[config.mk]
export PLATFORM = sky130hd
export DESIGN_NAME = token_expiry_table
export DESIGN_NICKNAME = d
export VERILOG_FILES = /design/src/rtl/core/tet_pkg.sv /design/src/rtl/core/tet_front.sv /design/src/rtl/core/tet_queue.sv /design/src/rtl/core/tet_back.sv /design/src/rtl/core/token_expiry_table.sv
export SDC_FILE = /design/constraint.sdc
export NUM_CORES = 2
export LEC_CHECK = 0
export BUFFER_PORTS_ARGS = -buffer_cell sky130_fd_sc_hd__buf_2
export CAP_MARGIN = 15
export CORE_MARGIN = 2
export CORE_UTILIZATION = 40
export CTS_CLUSTER_DIAMETER = 50
export CTS_CLUSTER_SIZE = 12
export DETAILED_ROUTE_END_ITERATION = 8
export PLACE_DENSITY = 0.54
export SETUP_SLACK_MARGIN = 0.15
export SLEW_MARGIN = 25
export SYNTH_ARGS = -nofsm -noshare
export SYNTH_HDL_FRONTEND = slang
export SYNTH_SLANG_ARGS = --single-unit
[constraint.sdc]
create_clock -name clk -period 15.2 [get_ports clk]
set_input_delay 3.04 -clock clk [delete_from_list [all_inputs] [get_ports clk]]
set_output_delay 3.04 -clock clk [all_outputs]
set_load 0.01 [all_outputs]
[src/rtl/core/tet_pkg.sv]
package tet_pkg;

    // Fixed field widths
    localparam int KEY_W  = 64;
    localparam int TIME_W = 31;
    localparam int EXP_W  = 32;

    // Operation codes on the op field
    localparam logic [1:0] OP_GENERATE = 2'd0;
    localparam logic [1:0] OP_RENEW    = 2'd1;
    localparam logic [1:0] OP_COUNT    = 2'd2;

    // Number of commands held between front and back
    localparam int QUEUE_DEPTH = 2;
    localparam int QPTR_W      = 1;

    // Classified operation
    typedef enum logic [1:0] {
        KIND_GENERATE,
        KIND_RENEW,
        KIND_COUNT,
        KIND_NONE
    } op_kind_t;

    // Command handed from the front to the back
    typedef struct packed {
        op_kind_t                kind;
        logic [KEY_W-1:0]        key;
        logic [TIME_W-1:0]       now;
        logic [EXP_W-1:0]        expiry;
        logic                    ttl_nonzero;
    } cmd_t;

    // Back-end sequencer states
    typedef enum logic [1:0] {
        S_IDLE,
        S_SCAN,
        S_DONE
    } back_state_t;

endpackage

[src/rtl/core/tet_front.sv]
module tet_front (
    input  logic                          clk,
    input  logic                          rst_n,
    input  logic                          cfg_wr_en,
    input  logic [tet_pkg::TIME_W-1:0]    cfg_wr_data,
    input  logic                          in_valid,
    input  logic [1:0]                    op,
    input  logic [tet_pkg::KEY_W-1:0]     token_key,
    input  logic [tet_pkg::TIME_W-1:0]    now,
    input  logic                          queue_full,
    output logic                          in_stall,
    output logic                          push,
    output tet_pkg::cmd_t                 cmd
);
    import tet_pkg::*;

    logic [TIME_W-1:0] time_to_live_reg;
    op_kind_t          kind;

    // Lifetime register
    always_ff @(posedge clk or negedge rst_n)
    begin
        if (!rst_n)
        begin
            time_to_live_reg <= TIME_W'(60);
        end
        else if (cfg_wr_en)
        begin
            time_to_live_reg <= cfg_wr_data;
        end
    end

    // Classify the operation
    always_comb
    begin
        unique case (op)
            OP_GENERATE: kind = KIND_GENERATE;
            OP_RENEW:    kind = KIND_RENEW;
            OP_COUNT:    kind = KIND_COUNT;
            default:     kind = KIND_NONE;
        endcase
    end

    // Build the command; new expiry worked out once here
    always_comb
    begin
        cmd.kind        = kind;
        cmd.key         = token_key;
        cmd.now         = now;
        cmd.expiry      = {1'b0, now} + {1'b0, time_to_live_reg};
        cmd.ttl_nonzero = (time_to_live_reg != '0);
    end

    assign in_stall = queue_full;
    assign push     = in_valid && !queue_full;

endmodule

[src/rtl/core/tet_queue.sv]
module tet_queue (
    input  logic            clk,
    input  logic            rst_n,
    input  logic            push,
    input  tet_pkg::cmd_t   push_cmd,
    input  logic            pop,
    output logic            empty,
    output logic            full,
    output tet_pkg::cmd_t   head
);
    import tet_pkg::*;

    cmd_t                entry_reg [QUEUE_DEPTH];
    logic [QPTR_W-1:0]   wr_ptr_reg;
    logic [QPTR_W-1:0]   rd_ptr_reg;
    logic [QPTR_W:0]     fill_reg;

    assign empty = (fill_reg == '0);
    assign full  = (fill_reg == (QPTR_W+1)'(QUEUE_DEPTH));
    assign head  = entry_reg[rd_ptr_reg];

    // Entry storage
    always_ff @(posedge clk)
    begin
        if (push)
        begin
            entry_reg[wr_ptr_reg] <= push_cmd;
        end
    end

    // Pointers and fill level
    always_ff @(posedge clk or negedge rst_n)
    begin
        if (!rst_n)
        begin
            wr_ptr_reg <= '0;
            rd_ptr_reg <= '0;
            fill_reg   <= '0;
        end
        else
        begin
            if (push)
            begin
                wr_ptr_reg <= wr_ptr_reg + 1'b1;
            end
            if (pop)
            begin
                rd_ptr_reg <= rd_ptr_reg + 1'b1;
            end
            if (push && !pop)
            begin
                fill_reg <= fill_reg + 1'b1;
            end
            else if (pop && !push)
            begin
                fill_reg <= fill_reg - 1'b1;
            end
        end
    end

endmodule

[src/rtl/core/tet_back.sv]
module tet_back #(
    parameter int DEPTH = 16
) (
    input  logic                              clk,
    input  logic                              rst_n,
    input  logic                              queue_empty,
    input  tet_pkg::cmd_t                     head,
    output logic                              pop,
    output logic                              out_valid,
    input  logic                              out_stall,
    output logic [$clog2(DEPTH+1)-1:0]        live_count,
    output logic                              success
);
    import tet_pkg::*;

    localparam int IDX_W = (DEPTH > 1) ? $clog2(DEPTH) : 1;
    localparam int CNT_W = $clog2(DEPTH+1);

    back_state_t          state_reg;
    back_state_t          state_next;
    cmd_t                 cmd_reg;
    logic [IDX_W-1:0]     idx_reg;
    logic [CNT_W-1:0]     count_reg;
    logic                 done_reg;
    logic [DEPTH-1:0]     slot_valid_reg;
    logic                 out_valid_reg;
    logic [CNT_W-1:0]     live_count_reg;
    logic                 success_reg;

    logic [KEY_W-1:0]     key_mem [DEPTH];
    logic [EXP_W-1:0]     exp_mem [DEPTH];
    logic [KEY_W-1:0]     rd_key_reg;
    logic [EXP_W-1:0]     rd_exp_reg;
    logic [IDX_W-1:0]     rd_addr;

    logic                 scan_en;
    logic                 load_out;
    logic                 out_free;
    logic                 last;
    logic                 live;
    logic                 hit;
    logic                 live_after;
    logic                 ok;

    assign out_free = !out_valid_reg || !out_stall;
    assign last     = (idx_reg == IDX_W'(DEPTH-1));

    // Next state
    always_comb
    begin
        state_next = state_reg;
        unique case (state_reg)
            S_IDLE:  if (!queue_empty) state_next = S_SCAN;
            S_SCAN:  if (last)         state_next = S_DONE;
            S_DONE:  if (out_free)     state_next = S_IDLE;
            default: state_next = S_IDLE;
        endcase
    end

    // Sequencer outputs
    always_comb
    begin
        pop      = 1'b0;
        scan_en  = 1'b0;
        load_out = 1'b0;
        unique case (state_reg)
            S_IDLE:  pop      = !queue_empty;
            S_SCAN:  scan_en  = 1'b1;
            S_DONE:  load_out = out_free;
            default: pop      = 1'b0;
        endcase
    end

    // Read address runs one slot ahead of the slot being examined
    always_comb
    begin
        if (state_reg == S_SCAN && !last)
        begin
            rd_addr = idx_reg + 1'b1;
        end
        else
        begin
            rd_addr = '0;
        end
    end

    // Examine one slot: free if expired, then generate or renew
    always_comb
    begin
        live = slot_valid_reg[idx_reg] && (rd_exp_reg > {1'b0, cmd_reg.now});
        hit  = 1'b0;
        if (!done_reg)
        begin
            case (cmd_reg.kind)
                KIND_GENERATE: hit = !live;
                KIND_RENEW:    hit = live && (rd_key_reg == cmd_reg.key);
                default:       hit = 1'b0;
            endcase
        end
        live_after = hit ? cmd_reg.ttl_nonzero : live;
    end

    // Final success flag
    always_comb
    begin
        case (cmd_reg.kind)
            KIND_GENERATE: ok = done_reg;
            KIND_RENEW:    ok = done_reg;
            KIND_COUNT:    ok = 1'b1;
            default:       ok = 1'b0;
        endcase
    end

    // Key and expiry store, registered read
    always_ff @(posedge clk)
    begin
        if (scan_en && hit)
        begin
            key_mem[idx_reg] <= cmd_reg.key;
            exp_mem[idx_reg] <= cmd_reg.expiry;
        end
        rd_key_reg <= key_mem[rd_addr];
        rd_exp_reg <= exp_mem[rd_addr];
    end

    // Command held during the scan
    always_ff @(posedge clk)
    begin
        if (pop)
        begin
            cmd_reg <= head;
        end
    end

    // Result payload
    always_ff @(posedge clk)
    begin
        if (load_out)
        begin
            live_count_reg <= count_reg;
            success_reg    <= ok;
        end
    end

    // Control state
    always_ff @(posedge clk or negedge rst_n)
    begin
        if (!rst_n)
        begin
            state_reg      <= S_IDLE;
            idx_reg        <= '0;
            count_reg      <= '0;
            done_reg       <= 1'b0;
            slot_valid_reg <= '0;
            out_valid_reg  <= 1'b0;
        end
        else
        begin
            state_reg <= state_next;
            if (pop)
            begin
                idx_reg   <= '0;
                count_reg <= '0;
                done_reg  <= 1'b0;
            end
            else if (scan_en)
            begin
                slot_valid_reg[idx_reg] <= hit || live;
                count_reg <= count_reg + CNT_W'(live_after);
                done_reg  <= done_reg || hit;
                if (!last)
                begin
                    idx_reg <= idx_reg + 1'b1;
                end
            end
            if (load_out)
            begin
                out_valid_reg <= 1'b1;
            end
            else if (!out_stall)
            begin
                out_valid_reg <= 1'b0;
            end
        end
    end

    assign out_valid  = out_valid_reg;
    assign live_count = live_count_reg;
    assign success    = success_reg;

endmodule

[src/rtl/core/token_expiry_table.sv]
// Channel   Handshake             Payload
// cfg       cfg_wr_en             cfg_wr_data (time_to_live, 31 bits)
// in        in_valid / in_stall   op, token_key, now
// out       out_valid / out_stall live_count, success
//
// Each item passes through the back end in order: it is taken from the queue, then
// the slots of the key and expiry store are examined one per cycle through its
// single read port, and then the result is loaded.
// A two-entry queue lets the front take items while the back is scanning.
// Reset empties the table and sets time_to_live to 60; no clearing pass.
// A result waiting under out_stall holds the back end, the queue keeps filling.
module token_expiry_table #(
    parameter int DEPTH = 16
) (
    input  logic                              clk,
    input  logic                              rst_n,
    input  logic                              cfg_wr_en,
    input  logic [tet_pkg::TIME_W-1:0]        cfg_wr_data,
    input  logic                              in_valid,
    output logic                              in_stall,
    input  logic [1:0]                        op,
    input  logic [tet_pkg::KEY_W-1:0]         token_key,
    input  logic [tet_pkg::TIME_W-1:0]        now,
    output logic                              out_valid,
    input  logic                              out_stall,
    output logic [$clog2(DEPTH+1)-1:0]        live_count,
    output logic                              success
);
    import tet_pkg::*;

    logic  push;
    logic  pop;
    logic  q_empty;
    logic  q_full;
    cmd_t  push_cmd;
    cmd_t  head;

    tet_front u_front (
        .clk         (clk),
        .rst_n       (rst_n),
        .cfg_wr_en   (cfg_wr_en),
        .cfg_wr_data (cfg_wr_data),
        .in_valid    (in_valid),
        .op          (op),
        .token_key   (token_key),
        .now         (now),
        .queue_full  (q_full),
        .in_stall    (in_stall),
        .push        (push),
        .cmd         (push_cmd)
    );

    tet_queue u_queue (
        .clk      (clk),
        .rst_n    (rst_n),
        .push     (push),
        .push_cmd (push_cmd),
        .pop      (pop),
        .empty    (q_empty),
        .full     (q_full),
        .head     (head)
    );

    tet_back #(
        .DEPTH (DEPTH)
    ) u_back (
        .clk         (clk),
        .rst_n       (rst_n),
        .queue_empty (q_empty),
        .head        (head),
        .pop         (pop),
        .out_valid   (out_valid),
        .out_stall   (out_stall),
        .live_count  (live_count),
        .success     (success)
    );

endmodule

* After elaboration in Yosys (flattened, before gate mapping)
Memories as Yosys holds them, arrays and structs flattened. A register that Yosys moved wholly into a read port is not among the register bits.
Index checks and enable logic that the tools add are counted.
** Cells by class
- Muxes and demuxes :: 33
- Bitwise gates (word level) :: 1
- Equality and inequality tests :: 14
- Divide/modulo/power cells :: 0
- Reduce and logical (&&, ||, !) cells :: 30
- Magnitude comparators :: 3
- Add/sub/neg operators :: 7
- Multiply operators :: 0
- Shift operators :: 0
** Operator list (number)
- 64-bit == test :: 1
- 31-bit by 31-bit adder with 32-bit output :: 1
- 32-bit by 31-bit greater-than comparator with 1-bit output :: 1
- 31-bit nonzero test :: 1
- 16-bit bitwise mux :: 1
- 4-bit 2-to-1 mux :: 4
- 1-bit 2-to-1 mux :: 15
- 2-bit one-hot mux with 3 select lines :: 2
- 2-bit 2-to-1 mux :: 5
- 5-bit 2-to-1 mux :: 2
- 2-bit == test, second input constant :: 4
- 1-bit logical AND :: 8
- 1-bit logical NOT :: 8
- 2-bit logical NOT :: 4
- 2-bit by 1-bit == test with 1-bit output, second input constant :: 3
- 2-bit by 1-bit inequality test with 1-bit output, second input constant :: 3
- 5-bit by 1-bit adder with 5-bit output :: 1
- 4-bit by 5-bit < comparator with 1-bit output, second input constant :: 1
- 4-bit by 1-bit adder with 4-bit output, second input constant :: 1
- 1-bit binary-select mux with 4-bit select :: 1
- 1-bit demux with 4-bit select :: 1
- 4-bit == test, second input constant :: 1
- 4-bit by 1-bit >= comparator with 1-bit output, second input constant :: 1
- 2-bit inequality test, second input constant :: 2
- other kinds (10) :: 16
** Storage, ports and cells
- Output and inout port bits :: 8
- Latch bits :: 0
- Word-level logic and storage cells :: 103
- Memories kept :: 3
- ROM bits :: 0
- Memory bits (writable) :: 1796
- Flip-flop bits (word level) :: 70
- Input port bits :: 133
** Memories
- u_back.key_mem :: words 16, width 64, rd ports 1, clocked after Yosys merged registers in 1, wr ports 1, RTL line tet_back.sv:30 : logic [KEY_W-1:0] key_mem [DEPTH];
- u_back.exp_mem :: words 16, width 32, rd ports 1, clocked after Yosys merged registers in 1, wr ports 1, RTL line tet_back.sv:31 : logic [EXP_W-1:0] exp_mem [DEPTH];
- u_queue.entry_reg :: words 2, width 130, rd ports 1, clocked after Yosys merged registers in 1, wr ports 1, RTL line tet_queue.sv:13 : cmd_t entry_reg [QUEUE_DEPTH];

* Longest topological paths before layout
- Depth in word-level cells :: 10
- Gate-level depth with buffers :: 16
- Depth with buffers taken out :: 15

* Hierarchy
Synthesis repeated with hierarchy kept, for this count alone.
** Second synthesis, totals
- Cell total of the unflattened synthesis :: 4050
- Area total of the unflattened synthesis :: 80185.7 um^2
** By module, submodules not included
- tet_back :: seq. area each 52855.7 um^2, cells an instance 3187, times used 1, area each 66448.7 um^2
- tet_queue :: seq. area each 7907.6 um^2, cells an instance 421, times used 1, area each 9943.3 um^2
- tet_front :: seq. area each 780.7 um^2, cells an instance 442, times used 1, area each 3793.6 um^2

* Worst setup path after synthesis
No wires, ideal clock.
- Path type :: register to register
- Start point :: register, netlist name u_back.cmd_reg[54]
- End point :: memory u_back.exp_mem[10][0], enable pin
- Stages on the path, launching flop included :: 12
- Arrival :: 11290 ps
- Path slack :: 3124 ps
- Clock period less this slack :: 12076 ps
- Required time :: 14414 ps
- Library setup time :: 786 ps
- Buffers on the path :: 1
- Cell sequence :: edfxtp_1 > inv_1 > ha_1 > a21o_1 > a211o_1 > o211ai_1 > o2111ai_1 > a2111oi_0 > o21a_1 > nor3_2 > buf_6 > nor4_1
** On the way
- Word-level cells in the longest chain between the ends :: 8
- Elaborated cells between the ends (all ways) :: 9
- Classes of those cells :: 1 x order compare; 4 x mux; 4 x reduce/logical
** Ends and longest elaborated chain
- 32-bit by 31-bit greater-than comparator with 1-bit output (*) :: RTL line tet_back.sv:90 : live = slot_valid_reg[idx_reg] && (rd_exp_reg > {1'b0, cmd_reg.now});
- 1-bit logical AND (*) :: RTL line tet_back.sv:90
- 1-bit logical AND / 1-bit logical NOT (equally long branches) :: RTL line tet_back.sv:96, tet_back.sv:95
- 1-bit one-hot mux with 2 select lines (*) :: RTL line tet_back.sv:94 : case (cmd_reg.kind)
- 1-bit 2-to-1 mux (*) :: RTL line tet_back.sv:92 : if (!done_reg)
- 1-bit logical AND (*) :: RTL line tet_back.sv:117 : if (scan_en && hit)
- 1-bit 2-to-1 mux (*) :: RTL line tet_back.sv:117
- 1-bit 2-to-1 mux (not written as such) (*) :: RTL line tet_back.sv:120 : exp_mem[idx_reg] <= cmd_reg.expiry;
- end, declared :: RTL line tet_back.sv:31
Mark *: on every way between the ends. The rest lies on a longest branch, timed or not.

* Final worst setup path
- Start point :: register u_back.idx_reg[1]
- End point :: register u_back.rd_exp_reg[20], read port of u_back.exp_mem
** On the way
- Word-level cells in the longest chain between the ends :: 4
- Elaborated cells between the ends (all ways) :: 5
- Classes of those cells :: 1 x add/sub; 1 x eq/ne; 1 x mux; 2 x reduce/logical
** Ends and longest elaborated chain
- start, declared :: RTL line tet_back.sv:22 : logic [IDX_W-1:0] idx_reg;
- start signal, assigned :: RTL line tet_back.sv:173 : idx_reg <= idx_reg + 1'b1;
- parallel branches: the longest is 3 deep, another holds 4-bit by 1-bit adder with 4-bit output
- 4-bit 2-to-1 mux (*) :: RTL line tet_back.sv:77 : if (state_reg == S_SCAN && !last)
- end, declared :: RTL line tet_back.sv:33 : logic [EXP_W-1:0] rd_exp_reg;
Mark *: on every way between the ends.
A chain may end at the register's enable or synchronous reset.

==> results.toml <==
[status]
outcome = "finished, final reports clean"

[finish]
syn2layout_area_growth_pct = 12.78
layout_common_cells = "1,932 x edfxtp_1, 293 x mux4_2, 216 x o21ai_0"
post_route_cells_drive_above_1_share_pct = 22.04
fin_cells = 7139
largest_register_ffs = 1024
layout.cells.most_common = "edfxtp_1"
insertedDiodeCount = 0
postLayoutCoreUtil_pct = 45.27
final_net_count = 4520

[logic_synthesis]
syn_nets = 4345
netlist.area_leader.share_pct = 72.61
synth_seq_cells = 2092
synth_cell_types = 73
dominant_register_cell_in_the_synthesized_netlist = "edfxtp_1"
synthSimpleGateAreaFrac_pct = 2.816
synth-edff-count = 1932
netlist_instances = 4142
synth_compound_area_share_pct = 5.838
avgSynthCellArea_um2 = 19.29
synth_area_leaders = "edfxtp_1 73%, mux4_2 8.3%, mux2_2 2.5%, dfxtp_1 2.4%, dfrtp_1 1.9%"
yosys.area_share.xor_xnor_pct = 0.8550
async_flop_share_pct = 3.059
yosys_warnings = 0
combinational_family_with_the_most_area_after_synthesis = "multiplexers"
seq_area_frac_synth_pct = 77.03
synth.area.mux_share_pct = 10.77
synthAdderAreaFrac_pct = 1.106
synth_area_leader_cell = "edfxtp_1"
mappedNetlistArea_mm2 = 0.07990

[critical_path]
criticalPathCategory = "flip-flop to flip-flop"
critPathLaunchType = "flip-flop"
timing.rr.start = "u_back.idx_reg[1]"
timing.critical_path.fanout_max = 122
critical_path_source = "u_back.idx_reg[1]"
critPathArrivalTime_ps = 6400
crit_required_ps = 15900
regToRegSetupSlack_ps = 9500
worst_setup_end_kind = "flip-flop"
worst_r2r_endpoint = "u_back.rd_exp_reg[20]"
path_depth_of_the_worst_reg2reg_path = 9

[timing]
min_period_over_period_pct = 37.50
post-route-worst-setup-slack_ps = 9500
clock.fmax_mhz = 175.5
finClkSkew_ps = 51.28
final_hold_violation_count = 0
finalMaxSlewViolations = 0
rsz0062_at_grt = "no"
finalSetupViolations = 0
worst-slew-pin-transition_ps = 1052
setup_total_negative_slack_ps = 0
min_period_ps = 5700
hold_slack_ps = 495.1
maxSlewHeadroom_pct = 29.88

[clock_network]
htree_levels = 4
cts.clk_slew.worst_paths_ps = 60
postcts_resize_cnt = 0
clockBufferDepth = 3
postCtsHoldBufs = 0
numCtsBuffers = 208
clock_latency_ps = 860
clkSinkCount = 2092
cts_tree = "built"
cts_root_buf = "clkbuf_16"
number_of_setup_buffers_added_after_cts = 0

[power]
powerDensity_mw_per_mm2 = 203.0
leakagePower_nw = 28.57
worst_ir_drop_vdd_mv = 0.2415

[placed_design]
place_congestion = 0.7524
port-buffer-count = 140
post-place-cells = 6763
dp_worst_setup_slack_ps = 9117
detailed_place_hpwl_mm = 98.09

[min_path]
hold-path-endpoint = "u_queue.fill_reg[1]"
min_path_cells = 1
hold_start = "u_queue.fill_reg[1]"
hold_path.class = "flip-flop to flip-flop"

[floorplan]
floorplan.die_area_mm2 = 0.2033
io-pin-count = 141
dieHeight_um = 450.9
start_util_pct = 40.14
dieWidth_um = 450.9
core.rowCount = 164
design.core.area_mm2 = 0.1990

[drt]
route.antenna.remaining_nets = 0
metal3_wl_mm = 9.345
drc_errors = 0
route.top_layer_used = "met5"
drt-vias-per-instance = 5.564
drt_pass1_iterations = 6
route.detailed.wl_per_inst_um = 27.07
wl_mm = 193.2
via_count = 39720
dr_wl_met2_mm = 93.66
initialDrtViolationCount = 3822
drt-met1-wl_mm = 86.32

[global_route]
grt-ovfl-total = 0
groute.usage.overall_pct = 18.89
grt_pass1_wl_mm = 282.5
grt_pass1_vias = 40650
grt_start_max_net_pins = 171
initial_antenna_violation_count = 6

[run]
maxCapViolations = 0
-- layout make-up --
type,count,area (um2)
Clock buffer,330,5776
Multi-Input combinational cell,1741,17250
Timing Repair Buffer,210,1366
Inverter,64,252.7
Fill cell,17070,108900
Clock inverter,46,595.6
Tap cell,2656,3323
Sequential cell,2092,61550
-- cells in the mapped netlist, types with 30 or more instances --
library cell	count
dfrtp_1	60
o211ai_1	195
ha_1	69
o21ai_0	216
xor2_1	36
edfxtp_1	1932
clkbuf_1	149
or3_1	196
nand2_1	47
nor2_1	34
buf_2	70
xnor2_1	42
inv_1	63
mux2_2	177
nor4_1	30
o22ai_1	197
dfxtp_1	96
mux4_2	293
a21oi_1	46
-- worst max-delay path, stage by stage (launching register included) --
cell and delay (ps):
dfrtp_1 610, ha_1 280, nand3_1 250, and2_1 390, nand2_8 570, buf_12 590, buf_4 640, buf_4 760
mux4_2 600, mux4_2 500
-- worst max path at each step --
stage | to | slack, ps | depth (start not counted)
2_1_floorplan | u_back.exp_mem[10][0] | 3120 | 11
3_3_place_gp | u_queue.entry_reg[0][29] | 9150 | 12
3_5_place_dp | u_queue.entry_reg[0][29] | 9120 | 12
4_1_cts | u_back.rd_exp_reg[20] | 9340 | 9
5_1_grt | u_back.rd_exp_reg[20] | 9030 | 9
6_report | u_back.rd_exp_reg[20] | 9500 | 9
-- kinds of logic after synthesis --
family / Yosys count
AOI/OAI and AO/OA: 731
xor gates and xnor gates: 78
adders and majority gates: 70
buffers and inverters: 309
DFF: 2092
muxes: 471
and+or+nand+nor: 391
-- through the flow --
stage | power, mW | area (um2)
finish | 18.29 | 90110
global placement | 13.58 | 83720
floorplan | 11.72 | 79900
CTS | 18.55 | 90110
global route | 19.17 | 90110
detailed placement | 13.63 | 83740
-- power by group --
part,internal [mW],total (mW),switching (mW)
registers,7.19,7.66,0.469
clock network,2.70,4.88,2.17
logic,2.43,5.75,3.32
-- layer usage --
metal / vias to the layer above / GRT usage (%)
met5: - / 0
met2: 997 / 30.56
met4: 2 / 4.672
met3: 246 / 2.771
li1: 17370 / -
met1: 21110 / 26.98
Power figures use the tool's default switching activity.
